[config.mk]
export PLATFORM = sky130hd
export DESIGN_NAME = windowed_local_peak_finder_flat
export DESIGN_NICKNAME = d
export VERILOG_FILES = /design/src/rtl/wlpf_pkg.sv /design/src/rtl/wlpf_in_if.sv /design/src/rtl/wlpf_out_if.sv /design/src/rtl/windowed_local_peak_finder.sv /design/src/rtl/wlpf_front.sv /design/src/rtl/wlpf_queue.sv /design/src/rtl/wlpf_back.sv /design/src/flat_wrapper.sv
export SDC_FILE = /design/constraint.sdc
export NUM_CORES = 2
export LEC_CHECK = 0
export ABC_AREA = 1
export BUFFER_PORTS_ARGS = -buffer_cell sky130_fd_sc_hd__buf_2
export CORE_MARGIN = 3
export CORE_UTILIZATION = 36
export CTS_CLUSTER_DIAMETER = 80
export DETAILED_ROUTE_END_ITERATION = 8
export MAX_ROUTING_LAYER = met4
export SLEW_MARGIN = 25
export SYNTH_ARGS = -nofsm -noshare
export SYNTH_HDL_FRONTEND = slang
export SYNTH_SLANG_ARGS = --single-unit
[constraint.sdc]
create_clock -name i_clk -period 5.6 [get_ports i_clk]
set_input_delay 0.84 -clock i_clk [delete_from_list [all_inputs] [get_ports i_clk]]
set_output_delay 0.84 -clock i_clk [all_outputs]
set_load 0.01 [all_outputs]
[src/rtl/wlpf_pkg.sv]
`timescale 1ns / 1ps
`default_nettype none
// ----------------------------------------------------------------------------
// wlpf_pkg: shared definitions of the windowed local peak finder
// Default sizes, configuration reset value, queue depth and back-end states.
// ----------------------------------------------------------------------------
package wlpf_pkg;

    // default sizes handed to the top level
    localparam int HISTORY_DEPTH_DEF   = 64;
    localparam int MAX_HALF_WINDOW_DEF = 15;
    localparam int SAMPLE_WIDTH_DEF    = 16;
    localparam int INDEX_WIDTH_DEF     = 16;

    // configuration register
    localparam int CFG_WIDTH = 4;
    localparam logic [CFG_WIDTH-1:0] HALF_WINDOW_RST = CFG_WIDTH'(3);

    // result position width
    localparam int POS_WIDTH = 16;

    // job queue between front and back
    localparam int QUEUE_DEPTH = 2;

    // back-end sequencer states
    typedef enum logic [2:0] {
        B_IDLE,
        B_CHECK,
        B_VAL,
        B_SCAN,
        B_EMIT,
        B_NEXT,
        B_CLOSE
    } t_back_state;

endpackage
`default_nettype wire

[src/rtl/wlpf_in_if.sv]
`timescale 1ns / 1ps
`default_nettype none
// ----------------------------------------------------------------------------
// wlpf_in_if: sample channel
// Valid/ready channel that carries one signed sample and the series end flag.
// ----------------------------------------------------------------------------
interface wlpf_in_if #(
    parameter int SAMPLE_WIDTH = wlpf_pkg::SAMPLE_WIDTH_DEF
);
    logic                           valid;
    logic                           ready;
    logic signed [SAMPLE_WIDTH-1:0] sample;
    logic                           series_end;

    modport source (output valid, output sample, output series_end, input ready);
    modport sink   (input valid, input sample, input series_end, output ready);
endinterface
`default_nettype wire

[src/rtl/wlpf_out_if.sv]
`timescale 1ns / 1ps
`default_nettype none
// ----------------------------------------------------------------------------
// wlpf_out_if: peak result channel
// Valid/ready channel that carries one peak position or the closing result.
// ----------------------------------------------------------------------------
interface wlpf_out_if;
    import wlpf_pkg::*;

    logic                 valid;
    logic                 ready;
    logic [POS_WIDTH-1:0] peak_position;
    logic                 is_peak;
    logic                 run_last;

    modport source (output valid, output peak_position, output is_peak, output run_last,
                    input ready);
    modport sink   (input valid, input peak_position, input is_peak, input run_last,
                    output ready);
endinterface
`default_nettype wire

[src/rtl/windowed_local_peak_finder.sv]
`timescale 1ns / 1ps
`default_nettype none
// ----------------------------------------------------------------------------
// windowed_local_peak_finder: streaming local maximum detector
// Finds samples that turn the slope downward and that no sample exceeds from
// half_window+2 samples before them up to, not including, half_window after;
// reports 1-based peak positions and a closing result at each series end.
//
//   channel       dir  handshake     payload
//   i_sample_if   in   valid/ready   sample, series_end
//   o_peak_if     out  valid/ready   peak_position, is_peak, run_last
//   i_cfg_*       in   write enable  half_window
//
// The back end pops a job, then checks each candidate's mark; a candidate that
// passes has its value read and its window scanned, the window being up to
// 2*half_window+2 history reads on its single read port. A series end resolves
// up to half_window+2 candidates and the closing result; new samples wait from
// its acceptance until the closing result is issued, and whenever the
// two-entry job queue is full.
// Synchronous active-low reset; no clearing pass. Both sides may stall freely.
// ----------------------------------------------------------------------------
module windowed_local_peak_finder #(
    parameter int HISTORY_DEPTH   = wlpf_pkg::HISTORY_DEPTH_DEF,
    parameter int MAX_HALF_WINDOW = wlpf_pkg::MAX_HALF_WINDOW_DEF,
    parameter int SAMPLE_WIDTH    = wlpf_pkg::SAMPLE_WIDTH_DEF,
    parameter int INDEX_WIDTH     = wlpf_pkg::INDEX_WIDTH_DEF
) (
    input  wire                            i_clk,
    input  wire                            i_rst_n,
    input  wire                            i_cfg_we,
    input  wire  [wlpf_pkg::CFG_WIDTH-1:0] i_cfg_wdata,
    wlpf_in_if.sink                        i_sample_if,
    wlpf_out_if.source                     o_peak_if
);
    import wlpf_pkg::*;

    localparam int SLOT_W = $clog2(HISTORY_DEPTH);
    localparam int HW_W   = $clog2(MAX_HALF_WINDOW + 1);

    typedef struct packed {
        logic [INDEX_WIDTH-1:0] p_lo;
        logic [SLOT_W-1:0]      slot_lo;
        logic [INDEX_WIDTH-1:0] p_hi;
        logic [INDEX_WIDTH-1:0] cap;
        logic                   has_cand;
        logic                   series_last;
    } t_job;

    typedef struct packed {
        logic                           we;
        logic [SLOT_W-1:0]              slot;
        logic signed [SAMPLE_WIDTH-1:0] sample;
        logic                           mark_we;
        logic [SLOT_W-1:0]              mark_slot;
        logic                           mark_val;
    } t_hist_wr;

    logic            fe_job_valid;
    t_job            fe_job;
    logic            q_ready;
    logic            q_valid;
    t_job            q_job;
    logic            be_pop;
    logic            be_close_done;
    t_hist_wr        hist_wr;
    logic [HW_W-1:0] half_window;

    // intake and classification
    wlpf_front #(
        .HISTORY_DEPTH   (HISTORY_DEPTH),
        .MAX_HALF_WINDOW (MAX_HALF_WINDOW),
        .SAMPLE_WIDTH    (SAMPLE_WIDTH),
        .INDEX_WIDTH     (INDEX_WIDTH),
        .t_job           (t_job),
        .t_hist_wr       (t_hist_wr)
    ) u_front (
        .i_clk         (i_clk),
        .i_rst_n       (i_rst_n),
        .i_cfg_we      (i_cfg_we),
        .i_cfg_wdata   (i_cfg_wdata),
        .i_sample_if   (i_sample_if),
        .o_job_valid   (fe_job_valid),
        .o_job         (fe_job),
        .i_job_ready   (q_ready),
        .o_wr          (hist_wr),
        .o_half_window (half_window),
        .i_close_done  (be_close_done)
    );

    // job queue
    wlpf_queue #(
        .t_job (t_job)
    ) u_queue (
        .i_clk   (i_clk),
        .i_rst_n (i_rst_n),
        .i_push  (fe_job_valid),
        .i_data  (fe_job),
        .o_ready (q_ready),
        .o_valid (q_valid),
        .o_data  (q_job),
        .i_pop   (be_pop)
    );

    // resolution and result output
    wlpf_back #(
        .HISTORY_DEPTH   (HISTORY_DEPTH),
        .MAX_HALF_WINDOW (MAX_HALF_WINDOW),
        .SAMPLE_WIDTH    (SAMPLE_WIDTH),
        .INDEX_WIDTH     (INDEX_WIDTH),
        .t_job           (t_job),
        .t_hist_wr       (t_hist_wr)
    ) u_back (
        .i_clk         (i_clk),
        .i_rst_n       (i_rst_n),
        .i_wr          (hist_wr),
        .i_half_window (half_window),
        .i_job_valid   (q_valid),
        .i_job         (q_job),
        .o_job_pop     (be_pop),
        .o_close_done  (be_close_done),
        .o_peak_if     (o_peak_if)
    );

endmodule
`default_nettype wire

[src/rtl/wlpf_front.sv]
`timescale 1ns / 1ps
`default_nettype none
// ----------------------------------------------------------------------------
// wlpf_front: sample intake and job classification
// Holds the half window register, tracks the position in the series, marks
// candidates from the slope signs and issues resolution jobs to the queue.
// ----------------------------------------------------------------------------
module wlpf_front #(
    parameter int  HISTORY_DEPTH   = wlpf_pkg::HISTORY_DEPTH_DEF,
    parameter int  MAX_HALF_WINDOW = wlpf_pkg::MAX_HALF_WINDOW_DEF,
    parameter int  SAMPLE_WIDTH    = wlpf_pkg::SAMPLE_WIDTH_DEF,
    parameter int  INDEX_WIDTH     = wlpf_pkg::INDEX_WIDTH_DEF,
    parameter type t_job           = logic,
    parameter type t_hist_wr       = logic
) (
    input  wire                                      i_clk,
    input  wire                                      i_rst_n,
    input  wire                                      i_cfg_we,
    input  wire  [wlpf_pkg::CFG_WIDTH-1:0]           i_cfg_wdata,
    wlpf_in_if.sink                                  i_sample_if,
    output logic                                     o_job_valid,
    output t_job                                     o_job,
    input  wire                                      i_job_ready,
    output t_hist_wr                                 o_wr,
    output logic [$clog2(MAX_HALF_WINDOW+1)-1:0]     o_half_window,
    input  wire                                      i_close_done
);
    import wlpf_pkg::*;

    localparam int SLOT_W = $clog2(HISTORY_DEPTH);
    localparam int HW_W   = $clog2(MAX_HALF_WINDOW + 1);
    localparam int CW     = $clog2(2 * HISTORY_DEPTH + MAX_HALF_WINDOW + 3);
    localparam int HW_RST = (int'(HALF_WINDOW_RST) > MAX_HALF_WINDOW) ?
                            MAX_HALF_WINDOW : int'(HALF_WINDOW_RST);
    localparam logic [SLOT_W-1:0]      SLOT_LAST = SLOT_W'(HISTORY_DEPTH - 1);
    localparam logic [INDEX_WIDTH-1:0] IDX_LAST  = {INDEX_WIDTH{1'b1}};

    logic [HW_W-1:0]               r_hw;
    logic [INDEX_WIDTH-1:0]        r_idx;
    logic [SLOT_W-1:0]             r_slot;
    logic signed [SAMPLE_WIDTH-1:0] r_prev1;
    logic signed [SAMPLE_WIDTH-1:0] r_prev2;
    logic                          r_busy;

    logic                          accept;
    logic                          idx_ge2;
    logic                          idx_ge_m3;
    logic [INDEX_WIDTH-1:0]        p_new;
    logic [CW-1:0]                 slot_sub;
    logic [SLOT_W-1:0]             slot_p;
    logic [SLOT_W-1:0]             slot_prev;
    logic signed [1:0]             slope_after;
    logic signed [1:0]             slope_before;
    logic                          cand;
    logic signed [SAMPLE_WIDTH-1:0] x;

    // half window register, saturated to the supported maximum
    always_ff @(posedge i_clk) begin
        if (!i_rst_n) begin
            r_hw <= HW_W'(HW_RST);
        end else if (i_cfg_we) begin
            r_hw <= (32'(i_cfg_wdata) > 32'(MAX_HALF_WINDOW)) ?
                    HW_W'(MAX_HALF_WINDOW) : HW_W'(i_cfg_wdata);
        end
    end

    assign o_half_window = r_hw;

    // intake handshake, held off while a series end is being flushed or the job queue is full
    assign i_sample_if.ready = !r_busy && i_job_ready;
    assign accept            = i_sample_if.valid && i_sample_if.ready;
    assign x                 = i_sample_if.sample;

    // position classification
    assign idx_ge2   = r_idx >= INDEX_WIDTH'(2);
    assign idx_ge_m3 = {1'b0, r_idx} >= ((INDEX_WIDTH+1)'(r_hw) + (INDEX_WIDTH+1)'(3));
    assign p_new     = r_idx - INDEX_WIDTH'(r_hw) - INDEX_WIDTH'(2);

    // history slot of the candidate, modulo the depth
    assign slot_sub  = CW'(r_slot) + CW'(HISTORY_DEPTH) - CW'(r_hw) - CW'(2);
    assign slot_p    = (slot_sub >= CW'(HISTORY_DEPTH)) ?
                       SLOT_W'(slot_sub - CW'(HISTORY_DEPTH)) : SLOT_W'(slot_sub);
    assign slot_prev = (r_slot == '0) ? SLOT_LAST : r_slot - SLOT_W'(1);

    // slope signs around the previous sample
    always_comb begin
        if (x > r_prev1) begin
            slope_after = 2'sd1;
        end else if (x < r_prev1) begin
            slope_after = -2'sd1;
        end else begin
            slope_after = 2'sd0;
        end
        if (r_prev1 > r_prev2) begin
            slope_before = 2'sd1;
        end else if (r_prev1 < r_prev2) begin
            slope_before = -2'sd1;
        end else begin
            slope_before = 2'sd0;
        end
    end

    assign cand = slope_after < slope_before;

    // history and mark write request
    always_comb begin
        o_wr           = '0;
        o_wr.we        = accept;
        o_wr.slot      = r_slot;
        o_wr.sample    = x;
        o_wr.mark_we   = accept && idx_ge2;
        o_wr.mark_slot = slot_prev;
        o_wr.mark_val  = cand;
    end

    // job for the back end
    always_comb begin
        o_job             = '0;
        o_job.cap         = r_idx - INDEX_WIDTH'(2);
        o_job.series_last = i_sample_if.series_end;
        if (i_sample_if.series_end) begin
            o_job.p_lo     = idx_ge_m3 ? p_new : INDEX_WIDTH'(1);
            o_job.slot_lo  = idx_ge_m3 ? slot_p : SLOT_W'(1);
            o_job.p_hi     = r_idx - INDEX_WIDTH'(1);
            o_job.has_cand = idx_ge2;
        end else begin
            o_job.p_lo     = p_new;
            o_job.slot_lo  = slot_p;
            o_job.p_hi     = p_new;
            o_job.has_cand = 1'b1;
        end
    end

    assign o_job_valid = accept && (i_sample_if.series_end || idx_ge_m3);

    // series position and flush hold-off
    always_ff @(posedge i_clk) begin
        if (!i_rst_n) begin
            r_idx  <= '0;
            r_slot <= '0;
            r_busy <= 1'b0;
        end else if (accept) begin
            if (i_sample_if.series_end) begin
                r_idx  <= '0;
                r_slot <= '0;
                r_busy <= 1'b1;
            end else begin
                r_idx  <= r_idx + INDEX_WIDTH'(1);
                r_slot <= (r_idx == IDX_LAST || r_slot == SLOT_LAST) ?
                          '0 : r_slot + SLOT_W'(1);
            end
        end else if (i_close_done) begin
            r_busy <= 1'b0;
        end
    end

    // last two samples for the slope test
    always_ff @(posedge i_clk) begin
        if (accept) begin
            r_prev2 <= r_prev1;
            r_prev1 <= x;
        end
    end

    // checks
    a_busy_blocks: assert property (@(posedge i_clk) disable iff (!i_rst_n)
        r_busy |-> !i_sample_if.ready)
        else $error("front accepts a request during a series flush");

    a_end_restarts: assert property (@(posedge i_clk) disable iff (!i_rst_n)
        (accept && i_sample_if.series_end) |=> (r_idx == '0 && r_slot == '0 && r_busy))
        else $error("series end did not restart the position");

    a_window_in_range: assert property (@(posedge i_clk) disable iff (!i_rst_n)
        32'(r_hw) <= 32'(MAX_HALF_WINDOW))
        else $error("half window above its maximum");

endmodule
`default_nettype wire

[src/rtl/wlpf_queue.sv]
`timescale 1ns / 1ps
`default_nettype none
// ----------------------------------------------------------------------------
// wlpf_queue: job queue
// Short first-in first-out buffer that decouples intake from resolution.
// ----------------------------------------------------------------------------
module wlpf_queue #(
    parameter type t_job = logic
) (
    input  wire  i_clk,
    input  wire  i_rst_n,
    input  wire  i_push,
    input  t_job i_data,
    output logic o_ready,
    output logic o_valid,
    output t_job o_data,
    input  wire  i_pop
);
    import wlpf_pkg::*;

    localparam int PTR_W = (QUEUE_DEPTH > 1) ? $clog2(QUEUE_DEPTH) : 1;
    localparam int CNT_W = $clog2(QUEUE_DEPTH + 1);
    localparam logic [PTR_W-1:0] PTR_LAST = PTR_W'(QUEUE_DEPTH - 1);

    t_job             r_mem [QUEUE_DEPTH];
    logic [PTR_W-1:0] r_wptr;
    logic [PTR_W-1:0] r_rptr;
    logic [CNT_W-1:0] r_count;
    logic             do_push;
    logic             do_pop;

    assign o_ready = r_count != CNT_W'(QUEUE_DEPTH);
    assign o_valid = r_count != '0;
    assign o_data  = r_mem[r_rptr];
    assign do_push = i_push && o_ready;
    assign do_pop  = i_pop && o_valid;

    // entry storage
    always_ff @(posedge i_clk) begin
        if (do_push) begin
            r_mem[r_wptr] <= i_data;
        end
    end

    // pointers and fill level
    always_ff @(posedge i_clk) begin
        if (!i_rst_n) begin
            r_wptr  <= '0;
            r_rptr  <= '0;
            r_count <= '0;
        end else begin
            if (do_push) begin
                r_wptr <= (r_wptr == PTR_LAST) ? '0 : r_wptr + PTR_W'(1);
            end
            if (do_pop) begin
                r_rptr <= (r_rptr == PTR_LAST) ? '0 : r_rptr + PTR_W'(1);
            end
            if (do_push && !do_pop) begin
                r_count <= r_count + CNT_W'(1);
            end else if (do_pop && !do_push) begin
                r_count <= r_count - CNT_W'(1);
            end
        end
    end

endmodule
`default_nettype wire

[src/rtl/wlpf_back.sv]
`timescale 1ns / 1ps
`default_nettype none
// ----------------------------------------------------------------------------
// wlpf_back: candidate resolution
// Owns the sample history memory and candidate marks. For each job it walks
// the candidates, scans the window one stored sample a cycle and emits found
// peaks, then the closing result at a series end.
// ----------------------------------------------------------------------------
module wlpf_back #(
    parameter int  HISTORY_DEPTH   = wlpf_pkg::HISTORY_DEPTH_DEF,
    parameter int  MAX_HALF_WINDOW = wlpf_pkg::MAX_HALF_WINDOW_DEF,
    parameter int  SAMPLE_WIDTH    = wlpf_pkg::SAMPLE_WIDTH_DEF,
    parameter int  INDEX_WIDTH     = wlpf_pkg::INDEX_WIDTH_DEF,
    parameter type t_job           = logic,
    parameter type t_hist_wr       = logic
) (
    input  wire                                  i_clk,
    input  wire                                  i_rst_n,
    input  t_hist_wr                             i_wr,
    input  wire  [$clog2(MAX_HALF_WINDOW+1)-1:0] i_half_window,
    input  wire                                  i_job_valid,
    input  t_job                                 i_job,
    output logic                                 o_job_pop,
    output logic                                 o_close_done,
    wlpf_out_if.source                           o_peak_if
);
    import wlpf_pkg::*;

    localparam int SLOT_W = $clog2(HISTORY_DEPTH);
    localparam int DW     = $clog2(MAX_HALF_WINDOW + 3);
    localparam int CNT_W  = $clog2(2 * MAX_HALF_WINDOW + 3);
    localparam int CW     = $clog2(2 * HISTORY_DEPTH + MAX_HALF_WINDOW + 3);
    localparam int PX_W   = (INDEX_WIDTH > POS_WIDTH) ? INDEX_WIDTH : POS_WIDTH;
    localparam logic [SLOT_W-1:0] SLOT_LAST = SLOT_W'(HISTORY_DEPTH - 1);

    function automatic logic [SLOT_W-1:0] slot_inc(input logic [SLOT_W-1:0] s);
        return (s == SLOT_LAST) ? '0 : s + SLOT_W'(1);
    endfunction

    // history memory and marks
    logic signed [SAMPLE_WIDTH-1:0] r_hist [HISTORY_DEPTH];
    logic signed [SAMPLE_WIDTH-1:0] r_rdata;
    logic [HISTORY_DEPTH-1:0]       r_marks;
    logic [HISTORY_DEPTH-1:0]       n_marks;
    logic [SLOT_W-1:0]              rd_slot;

    // sequencer
    t_back_state             r_state;
    t_back_state             n_state;
    logic [INDEX_WIDTH-1:0]  r_p, n_p;
    logic [SLOT_W-1:0]       r_pslot, n_pslot;
    logic [INDEX_WIDTH-1:0]  r_phi, n_phi;
    logic [INDEX_WIDTH-1:0]  r_cap, n_cap;
    logic                    r_last, n_last;
    logic [INDEX_WIDTH-1:0]  r_lb, n_lb;
    logic [INDEX_WIDTH-1:0]  r_rb, n_rb;
    logic [SLOT_W-1:0]       r_lbslot, n_lbslot;
    logic [SLOT_W-1:0]       r_jslot, n_jslot;
    logic [CNT_W-1:0]        r_cnt, n_cnt;
    logic signed [SAMPLE_WIDTH-1:0] r_v, n_v;

    // output register
    logic                    r_out_valid;
    logic [POS_WIDTH-1:0]    r_out_pos, n_out_pos;
    logic                    r_out_pk, n_out_pk;
    logic                    r_out_last, n_out_last;
    logic                    ld_out;
    logic                    out_free;

    // window bounds helpers
    logic                    p_ge_m2;
    logic [DW-1:0]           lb_dist;
    logic [INDEX_WIDTH:0]    p_plus_m;
    logic [CW-1:0]           lb_sub;
    logic [INDEX_WIDTH-1:0]  win_len;
    logic [PX_W-1:0]         pos_ext;

    assign out_free = !r_out_valid || o_peak_if.ready;

    assign p_ge_m2  = {1'b0, r_p} >= ((INDEX_WIDTH+1)'(i_half_window) + (INDEX_WIDTH+1)'(2));
    assign lb_dist  = p_ge_m2 ? (DW'(i_half_window) + DW'(2)) : DW'(r_p);
    assign p_plus_m = {1'b0, r_p} + (INDEX_WIDTH+1)'(i_half_window);
    assign lb_sub   = CW'(r_pslot) + CW'(HISTORY_DEPTH) - CW'(lb_dist);
    assign win_len  = (r_rb > r_lb) ? r_rb - r_lb : '0;
    assign pos_ext  = PX_W'(r_p + INDEX_WIDTH'(1));

    // memory write from intake, registered read for the sequencer
    always_ff @(posedge i_clk) begin
        if (i_wr.we) begin
            r_hist[i_wr.slot] <= i_wr.sample;
        end
        r_rdata <= r_hist[rd_slot];
    end

    // mark updates from intake
    always_comb begin
        n_marks = r_marks;
        if (i_wr.we) begin
            n_marks[i_wr.slot] = 1'b0;
        end
        if (i_wr.mark_we) begin
            n_marks[i_wr.mark_slot] = i_wr.mark_val;
        end
    end

    // candidate marks, cleared when a series closes
    always_ff @(posedge i_clk) begin
        if (!i_rst_n || o_close_done) begin
            r_marks <= '0;
        end else begin
            r_marks <= n_marks;
        end
    end

    // state register
    always_ff @(posedge i_clk) begin
        if (!i_rst_n) begin
            r_state <= B_IDLE;
        end else begin
            r_state <= n_state;
        end
    end

    // sequencer datapath registers
    always_ff @(posedge i_clk) begin
        r_p      <= n_p;
        r_pslot  <= n_pslot;
        r_phi    <= n_phi;
        r_cap    <= n_cap;
        r_last   <= n_last;
        r_lb     <= n_lb;
        r_rb     <= n_rb;
        r_lbslot <= n_lbslot;
        r_jslot  <= n_jslot;
        r_cnt    <= n_cnt;
        r_v      <= n_v;
    end

    // next state and sequencer outputs
    always_comb begin
        n_state      = r_state;
        n_p          = r_p;
        n_pslot      = r_pslot;
        n_phi        = r_phi;
        n_cap        = r_cap;
        n_last       = r_last;
        n_lb         = r_lb;
        n_rb         = r_rb;
        n_lbslot     = r_lbslot;
        n_jslot      = r_jslot;
        n_cnt        = r_cnt;
        n_v          = r_v;
        n_out_pos    = r_out_pos;
        n_out_pk     = r_out_pk;
        n_out_last   = r_out_last;
        ld_out       = 1'b0;
        o_job_pop    = 1'b0;
        o_close_done = 1'b0;
        rd_slot      = r_pslot;

        case (r_state)
            B_IDLE: begin
                if (i_job_valid) begin
                    o_job_pop = 1'b1;
                    n_p       = i_job.p_lo;
                    n_pslot   = i_job.slot_lo;
                    n_phi     = i_job.p_hi;
                    n_cap     = i_job.cap;
                    n_last    = i_job.series_last;
                    n_state   = i_job.has_cand ? B_CHECK : B_CLOSE;
                end
            end
            B_CHECK: begin
                // read the candidate value and fix the window bounds
                rd_slot = r_pslot;
                if (r_marks[r_pslot]) begin
                    n_lb     = r_p - INDEX_WIDTH'(lb_dist);
                    n_rb     = (p_plus_m < {1'b0, r_cap}) ?
                               p_plus_m[INDEX_WIDTH-1:0] : r_cap;
                    n_lbslot = (lb_sub >= CW'(HISTORY_DEPTH)) ?
                               SLOT_W'(lb_sub - CW'(HISTORY_DEPTH)) : SLOT_W'(lb_sub);
                    n_state  = B_VAL;
                end else begin
                    n_state = B_NEXT;
                end
            end
            B_VAL: begin
                // candidate value arrives, first window read goes out
                n_v     = r_rdata;
                rd_slot = r_lbslot;
                n_jslot = slot_inc(r_lbslot);
                if (win_len == '0) begin
                    n_state = B_EMIT;
                end else begin
                    n_cnt   = CNT_W'(win_len);
                    n_state = B_SCAN;
                end
            end
            B_SCAN: begin
                // one window sample a cycle
                rd_slot = r_jslot;
                n_jslot = slot_inc(r_jslot);
                if (r_rdata > r_v) begin
                    n_state = B_NEXT;
                end else if (r_cnt == CNT_W'(1)) begin
                    n_state = B_EMIT;
                end else begin
                    n_cnt = r_cnt - CNT_W'(1);
                end
            end
            B_EMIT: begin
                if (out_free) begin
                    ld_out     = 1'b1;
                    n_out_pos  = pos_ext[POS_WIDTH-1:0];
                    n_out_pk   = 1'b1;
                    n_out_last = 1'b0;
                    n_state    = B_NEXT;
                end
            end
            B_NEXT: begin
                if (r_p == r_phi) begin
                    n_state = r_last ? B_CLOSE : B_IDLE;
                end else begin
                    n_p     = r_p + INDEX_WIDTH'(1);
                    n_pslot = slot_inc(r_pslot);
                    n_state = B_CHECK;
                end
            end
            B_CLOSE: begin
                if (out_free) begin
                    ld_out       = 1'b1;
                    n_out_pos    = '0;
                    n_out_pk     = 1'b0;
                    n_out_last   = 1'b1;
                    o_close_done = 1'b1;
                    n_state      = B_IDLE;
                end
            end
            default: begin
                n_state = B_IDLE;
            end
        endcase
    end

    // output register, taken by the sink independently of the sequencer
    always_ff @(posedge i_clk) begin
        if (!i_rst_n) begin
            r_out_valid <= 1'b0;
        end else if (ld_out) begin
            r_out_valid <= 1'b1;
        end else if (o_peak_if.ready) begin
            r_out_valid <= 1'b0;
        end
    end

    always_ff @(posedge i_clk) begin
        if (ld_out) begin
            r_out_pos  <= n_out_pos;
            r_out_pk   <= n_out_pk;
            r_out_last <= n_out_last;
        end
    end

    assign o_peak_if.valid         = r_out_valid;
    assign o_peak_if.peak_position = r_out_pos;
    assign o_peak_if.is_peak       = r_out_pk;
    assign o_peak_if.run_last      = r_out_last;

    // checks
    a_scan_nonempty: assert property (@(posedge i_clk) disable iff (!i_rst_n)
        (r_state == B_SCAN) |-> (r_cnt != '0))
        else $error("window scan with no samples left");

    a_no_overwrite: assert property (@(posedge i_clk) disable iff (!i_rst_n)
        ld_out |-> (!r_out_valid || o_peak_if.ready))
        else $error("pending result overwritten");

    a_marks_cleared: assert property (@(posedge i_clk) disable iff (!i_rst_n)
        o_close_done |=> (r_marks == '0))
        else $error("candidate marks survive the series end");

    a_close_fields: assert property (@(posedge i_clk) disable iff (!i_rst_n)
        (r_out_valid && r_out_last) |-> (!r_out_pk && r_out_pos == '0))
        else $error("closing result carries a peak");

endmodule
`default_nettype wire

[src/flat_wrapper.sv]
// flat-port wrapper written by rule: the top's interface ports become plain ports
module windowed_local_peak_finder_flat import wlpf_pkg::*;
#(
    parameter int HISTORY_DEPTH   = wlpf_pkg::HISTORY_DEPTH_DEF,
    parameter int MAX_HALF_WINDOW = wlpf_pkg::MAX_HALF_WINDOW_DEF,
    parameter int SAMPLE_WIDTH    = wlpf_pkg::SAMPLE_WIDTH_DEF,
    parameter int INDEX_WIDTH     = wlpf_pkg::INDEX_WIDTH_DEF
)
  (i_clk, i_rst_n, i_cfg_we, i_cfg_wdata, i_sample_if_valid, i_sample_if_sample, i_sample_if_series_end, i_sample_if_ready, o_peak_if_valid, o_peak_if_peak_position, o_peak_if_is_peak, o_peak_if_run_last, o_peak_if_ready);
  wlpf_in_if #(.SAMPLE_WIDTH(SAMPLE_WIDTH)) i_sample_if_i ();
  wlpf_out_if o_peak_if_i ();
  input  wire i_clk;
  input  wire i_rst_n;
  input  wire i_cfg_we;
  input  wire  [wlpf_pkg::CFG_WIDTH-1:0] i_cfg_wdata;
  input wire logic [$bits(i_sample_if_i.valid)-1:0] i_sample_if_valid;
  input wire logic [$bits(i_sample_if_i.sample)-1:0] i_sample_if_sample;
  input wire logic [$bits(i_sample_if_i.series_end)-1:0] i_sample_if_series_end;
  output wire logic [$bits(i_sample_if_i.ready)-1:0] i_sample_if_ready;
  output wire logic [$bits(o_peak_if_i.valid)-1:0] o_peak_if_valid;
  output wire logic [$bits(o_peak_if_i.peak_position)-1:0] o_peak_if_peak_position;
  output wire logic [$bits(o_peak_if_i.is_peak)-1:0] o_peak_if_is_peak;
  output wire logic [$bits(o_peak_if_i.run_last)-1:0] o_peak_if_run_last;
  input wire logic [$bits(o_peak_if_i.ready)-1:0] o_peak_if_ready;
  assign i_sample_if_i.valid = i_sample_if_valid;
  assign i_sample_if_i.sample = i_sample_if_sample;
  assign i_sample_if_i.series_end = i_sample_if_series_end;
  assign i_sample_if_ready = i_sample_if_i.ready;
  assign o_peak_if_valid = o_peak_if_i.valid;
  assign o_peak_if_peak_position = o_peak_if_i.peak_position;
  assign o_peak_if_is_peak = o_peak_if_i.is_peak;
  assign o_peak_if_run_last = o_peak_if_i.run_last;
  assign o_peak_if_i.ready = o_peak_if_ready;
  windowed_local_peak_finder #(.HISTORY_DEPTH(HISTORY_DEPTH), .MAX_HALF_WINDOW(MAX_HALF_WINDOW), .SAMPLE_WIDTH(SAMPLE_WIDTH), .INDEX_WIDTH(INDEX_WIDTH)) u_core (.i_clk(i_clk), .i_rst_n(i_rst_n), .i_cfg_we(i_cfg_we), .i_cfg_wdata(i_cfg_wdata), .i_sample_if(i_sample_if_i), .o_peak_if(o_peak_if_i));
endmodule
# Word-level counts from Yosys, hierarchy flattened
# Memory sizes are Yosys's and may differ from the RTL's. A register that Yosys moved wholly into a read port is not among the register bits.
# Cells that the tools add are included.
[word_totals] memories=2 reg_bits=270 mem_bits_rw=1136 input_bits=26 output_inout_bits=20 wordCells=216
[op_classes] order_cmp=18 bitwise=2 eq_ne=23 add_sub_neg=29 mux=79 n_reduce_logical=37
[mem_list] name="u_core.u_back.r_hist" depth=64 word_bits=16 read_ports=1 rd_ports_with_merged_regs=1 write_ports=1 line_no="wlpf_back.sv:41" text="logic signed [SAMPLE_WIDTH-1:0] r_hist [HISTORY_DEPTH];"
[mem_list] name="u_core.u_queue.r_mem" depth=2 word_bits=56 read_ports=1 rd_ports_with_merged_regs=1 write_ports=1 line_no="wlpf_queue.sv:25" text="t_job r_mem [QUEUE_DEPTH];"
[ops] op="$mux W16" n=8
[ops] op="$mux W64" n=2
[ops] op="$mux W6" n=14
[ops] op="$and A64 B64 Y64" n=1
[ops] op="$bwmux W64" n=1
[ops] op="$gt A16 B16 Y1" n=4
[ops] op="$not A64 Y64" n=1
[ops] op="$pmux W16 S2" n=2
[ops] op="$pmux W6 S2" n=4
[ops] op="$mux W38" n=1
[ops] op="$add A16 B1 Y16 const B" n=2
[ops] op="$ge A16 B5 Y1" n=2
[ops] op="$lt A16 B16 Y1" n=2
[ops] op="$sub A16 B2 Y16 const B" n=2
[ops] op="$mux W3" n=10
[ops] op="$add A6 B1 Y6 const B" n=4
[ops] op="$eq A6 B6 Y1 const B" n=4
[ops] op="$mux W1" n=24
[ops] op="$sub A6 B1 Y6 const B" n=4
[ops] op="$lt A6 B7 Y1 const B" n=3
[ops] op="$pmux W3 S7" n=1
[ops] op="$add A16 B4 Y17" n=1
[ops] op="$lt A17 B16 Y1" n=1
[ops] op="$add A6 B7 Y8 const B" n=2
[ops] op="40 further kinds" n=88

# Logic depth before layout (Yosys ltp)
[logic_depth] ltp_word=9 mapped_depth=22 mapped_depth_nobuf=21

# Hierarchy
# From an unflattened synthesis, not the netlist that was laid out.
[hier_totals] cells_unflattened=6049 area_unflattened_um2=65307.6
[modules_own_cells] mod="wlpf_back" seq_area_each_um2=36605.1 instances=1 cells_per_inst=5145 area_per_inst_um2=55695.9
[modules_own_cells] mod="wlpf_front" seq_area_each_um2=1501.4 instances=1 cells_per_inst=693 area_per_inst_um2=5166.2
[modules_own_cells] mod="wlpf_queue" seq_area_each_um2=3463.3 instances=1 cells_per_inst=211 area_per_inst_um2=4445.5

# Worst setup path after synthesis
# No wires, ideal clock.
[synth_timing] path_kind="in2reg" start="input port i_sample_if_valid" end="memory u_core.u_queue.r_mem[1][0] (netlist name), enable pin" required_time_ps=5128 setup_slack_ps=54 arrival_ps=5074 setup_ps=472 cell_stages=5 cell_sequence="nand2_1 > inv_1 > buf_1 > o21ai_0 > nor2_1"
[synth_lines] item="from (decl)" line_no="flat_wrapper.sv:16" text="input wire logic [$bits(i_sample_if_i.valid)-1:0] i_sample_if_valid;"
[synth_lines] item="to (decl)" line_no="wlpf_queue.sv:25"

# Worst setup path in the final report
[layout_timing] start="register u_core.u_back.r_p[2]" end="register u_core.u_back.r_rb[1] (data pin)"
[layout_between] elab_chain_cells=3
[layout_rtl] item="from (decl)" line_no="wlpf_back.sv:50" text="logic [INDEX_WIDTH-1:0] r_p, n_p;"
[layout_rtl] item="from (signal assigned)" line_no="wlpf_back.sv:126" text="r_p <= n_p;"
[layout_rtl] item="$add A16 B4 Y17" line_no="wlpf_back.sv:82" text="assign p_plus_m = {1'b0, r_p} + (INDEX_WIDTH+1)'(i_half_window);"
[layout_rtl] item="$lt A17 B16 Y1" line_no="wlpf_back.sv:178" text="n_rb = (p_plus_m < {1'b0, r_cap}) ?"
[layout_rtl] item="$mux W16" line_no="wlpf_back.sv:178"
[layout_rtl] item="to (signal assigned)" line_no="wlpf_back.sv:132" text="r_rb <= n_rb;"
[layout_rtl] item="to (decl)" line_no="wlpf_back.sv:56" text="logic [INDEX_WIDTH-1:0] r_rb, n_rb;"
# Every way passes these cells.
# A chain may end at the register's enable or synchronous reset.

==> impl_metrics.csv <==
group,metric,value,unit
power_and_ir_drop,power,36.3,mW
floorplanning,fp-row-count,154,
logic_synthesis,syn_avg_cell_area,10.8,um^2
logic_synthesis,synthCells,5961,
layout,final_nets,6136,
cts,numCtsBuffers,144,
global_route,grt_max_degree,165,
drt,wl,178,mm
drt,drtIter0Drc,5605,
global_route,grt_pass1_wl,264,mm
drt,drc,0,
logic_synthesis,synth_nets,6121,
run_status,status,"complete, no violations",
floorplanning,start_util,36.3,%
logic_synthesis,ys_seq_area_share,64.8,%
global_route,grt_overflow,0,
cts,post_cts_buffers,0,
global_route,grt_pass1_vias,41100,
timing,period_share,77.1,%
logic_synthesis,yosysUniqueCellTypes,50,
placed_design,post-dp-hpwl,110,mm
logic_synthesis,synthArstFlopShare,0,%
drt,vias,44000,
critical_path,crit_fanout,32,
timing,rsz0062_at_grt,"no",
placed_design,placed_cell_area,67200,um^2
logic_synthesis,synth_commonest_cells,"1307 x edfxtp_1, 900 x inv_1, 824 x nand2_1, 581 x nand3_1, 424 x a21oi_1",
timing,setup_viol,0,
critical_path,path_class,"reg -> reg",
logic_synthesis,synth_warnings,0,
drt,ant_nets,0,
critical_path,r2r_setup_slack,1280,ps
timing,min_period,4320,ps
layout,final_util,40.6,%
cts,cts_root_buf,"clkbuf_16",
layout,fin_area,71700,um^2
logic_synthesis,ys_ff_latch,1423,
placed_design,io_buffers,45,
logic_synthesis,yosysMostFrequentCell,"edfxtp_1",
drt,viasPerCell,5.22,
hold_path,hold_depth,2,
global_route,grtUsageTotal,19.5,%
drt,drt_first_pass_iters,6,
hold_path,hold_start,"i_cfg_we",
timing,fmax,232,MHz
timing,max_slew.worst_pin.slew,1040,ps
critical_path,crit_required,6070,ps
floorplanning,design.core.area,177000,um^2
power_and_ir_drop,powerDensity,506,nW/um^2
timing,hold_violations,0,
global_route,grt_antenna_before_repair,10,
timing,drv_slew,0,
critical_path,reg2reg_depth,18,
power_and_ir_drop,power.leakage,27.0,nW
cts,htreeDepth,4,
flow_run,maxCapViolCount,0,
floorplanning,dieArea,183000,um^2
floorplanning,ios,46,
critical_path,startpoint_type,"flip-flop",
hold_path,whs_endpoint,"u_core.u_front.o_half_window[0]",
critical_path,end_kind,"flip-flop",
logic_synthesis,synthFlopType,"edfxtp_1",
hold_path,worstHoldPathType,"in -> reg",
floorplanning,chipHeight,428,um
logic_synthesis,synth-edff-count,1307,
placed_design,gp_congestion,0.913,
cts,cts_buffer_depth,3,
cts,cts_hold_buf,0,
cts,cts_tree,"done",
drt,wl_per_cell,21.1,um
critical_path,timing.rr.start,"u_core.u_back.r_p[2]",
logic_synthesis,syn_area,64100,um^2
critical_path,r2r-end,"u_core.u_back.r_rb[1]",
timing,max_slew_margin,30.3,%
floorplanning,die_w,428,um
timing,worst_clock_skew,35.3,ps
layout,drive_gt1_share,6.98,%
power_and_ir_drop,vdd_drop_max,0.000656,V
cts,cts.sinks,1423,
logic_synthesis,synth_area_leaders,"edfxtp_1 61%, inv_1 5.3%, nand2_1 4.8%",
critical_path,cp.arrival,4780,ps
cts,path_clk_slew,60,ps
logic_synthesis,yosys.area.top_type,"edfxtp_1",
layout,final_cells,8434,
timing,setup_tns,0,ps
placed_design,dp_cells,8170,
logic_synthesis,synth_top_area_share,61.2,%
cts,insertion_delay,780,ps
cts,ctsResizeCount,0,
layout,area_delta_synth_final,11.8,%
sequential cells by signal, indices dropped and copies added, names as in the netlist, 4 cells and up, named ones only:
register / count
u_core.u_back.o_peak_if.peak_position: 16
u_core.u_front.r_prev1: 16
u_core.u_front.r_idx: 16
u_core.u_back.r_rdata: 16
u_core.u_back.r_v: 16
u_core.u_front.r_slot: 6
u_core.u_back.r_cnt: 6
u_core.u_back.r_p: 16
u_core.u_back.r_jslot: 6
u_core.u_front.o_half_window: 4
u_core.u_back.r_hist: 1024
u_core.u_back.r_rb: 16
u_core.u_back.r_marks: 64
u_core.u_back.r_lbslot: 6
u_core.u_back.r_lb: 16
u_core.u_back.r_pslot: 6
u_core.u_back.r_cap: 16
u_core.u_queue.r_mem: 112
u_core.u_front.r_prev2: 16
u_core.u_back.r_phi: 16
power breakdown:
part           switching (mW)  internal [mW]  total, mW  leakage [nW]
clock network            4.06           5.46       9.52          2.22
logic                    10.0           3.84       13.9          12.1
registers               0.450           12.4       12.9          12.7
critical path, cell delays in order (launching register included):
cell and delay (ps):
edfxtp_1 530, ha_1 420, nand3_1 90, nand2_1 90, nand2_1 60, a21oi_1 220
nand2_1 110, nor3_1 370, nand3_1 140, xor2_1 220, ha_1 260, nand2_1 80
nor2_1 50, a211oi_1 210, o211ai_1 130, a21oi_1 130, nand2_1 550, nor2_1 260
a21oi_1 70
worst max path at each step:
| stage | startpoint | endpoint | slack [ps] | depth (start not counted) |
|---|---|---|---|---|
| floorplan | i_sample_if_valid | u_core.u_queue.r_mem[1][0] | 50 | 5 |
| global route | u_core.u_back.r_p[2] | u_core.u_back.r_rb[11] | 720 | 18 |
| CTS | u_core.u_back.r_p[2] | u_core.u_back.r_rb[11] | 1240 | 18 |
| detailed placement | i_sample_if_sample[15] | u_core.u_back.r_marks[59] | 980 | 11 |
| global placement | i_sample_if_sample[15] | u_core.u_back.r_marks[17] | 590 | 11 |
| finish | u_core.u_back.r_p[2] | u_core.u_back.r_rb[1] | 1280 | 18 |
cell families after synthesis:
group / synth area share [%]
flops: 64.8
compound gates: 11.0
buf+inv: 7.68
xor+xnor: 1.37
fa+ha+maj: 2.67
mux: 0.0156
simple gates: 12.4
placed cells by master, fill, tap and decap left out, types with 5 or more instances in the layout:
master	synthesis	final
a311oi_1	30	30
xnor2_1	25	25
nand4_1	23	23
o31ai_1	5	5
or2_2	11	11
inv_1	900	895
o22ai_1	7	7
a211oi_1	10	10
clkinv_2	0	20
clkbuf_1	145	40
o21ai_0	357	357
nor4_1	10	10
nand3_1	581	581
diode_2	0	6
nand3b_1	7	7
nand2_1	824	823
o21ai_1	63	62
dfxtp_1	116	115
edfxtp_1	1307	1307
clkbuf_16	0	148
nor2_2	2	10
nor2_4	2	6
xor2_1	75	75
ha_1	129	129
a21oi_1	424	420
bufinv_16	0	13
buf_2	100	45
nor3_1	50	49
nor2_1	340	328
inv_2	8	10
o211ai_1	279	279
buf_4	2	118
clkinv_1	7	34
fa_1	5	5
a31oi_1	13	13
buf_12	0	16
a22oi_1	14	14
area by class of cell:
cell class	count	area, um^2
fill	16700	105000
clock buffer	189	3870
multi-input combinational	3313	17800
inverter	915	3440
clock inverter	69	698
sequential	1423	41600
tap	2340	2930
antenna	6	15.0
timing repair buffer	179	1430
routing by layer:
layer | vias to the layer above | track usage [%] | share of wire [%]
met5 | - | - | 0
met3 | 265 | 3.18 | 8.3
met4 | 0 | 5.89 | 2.6
met1 | 21400 | 28.1 | 45
met2 | 1614 | 28.2 | 44
li1 | 20800 | - | -
through the flow:
stage                     setup slack, ps  hold WS (ps)
after detailed placement              977           452
final                                1280           328
after floorplan                      54.1           408
after global placement                591           434
after CTS                            1240           269
after global routing                  722           306
(Power assumes the default switching activity.)
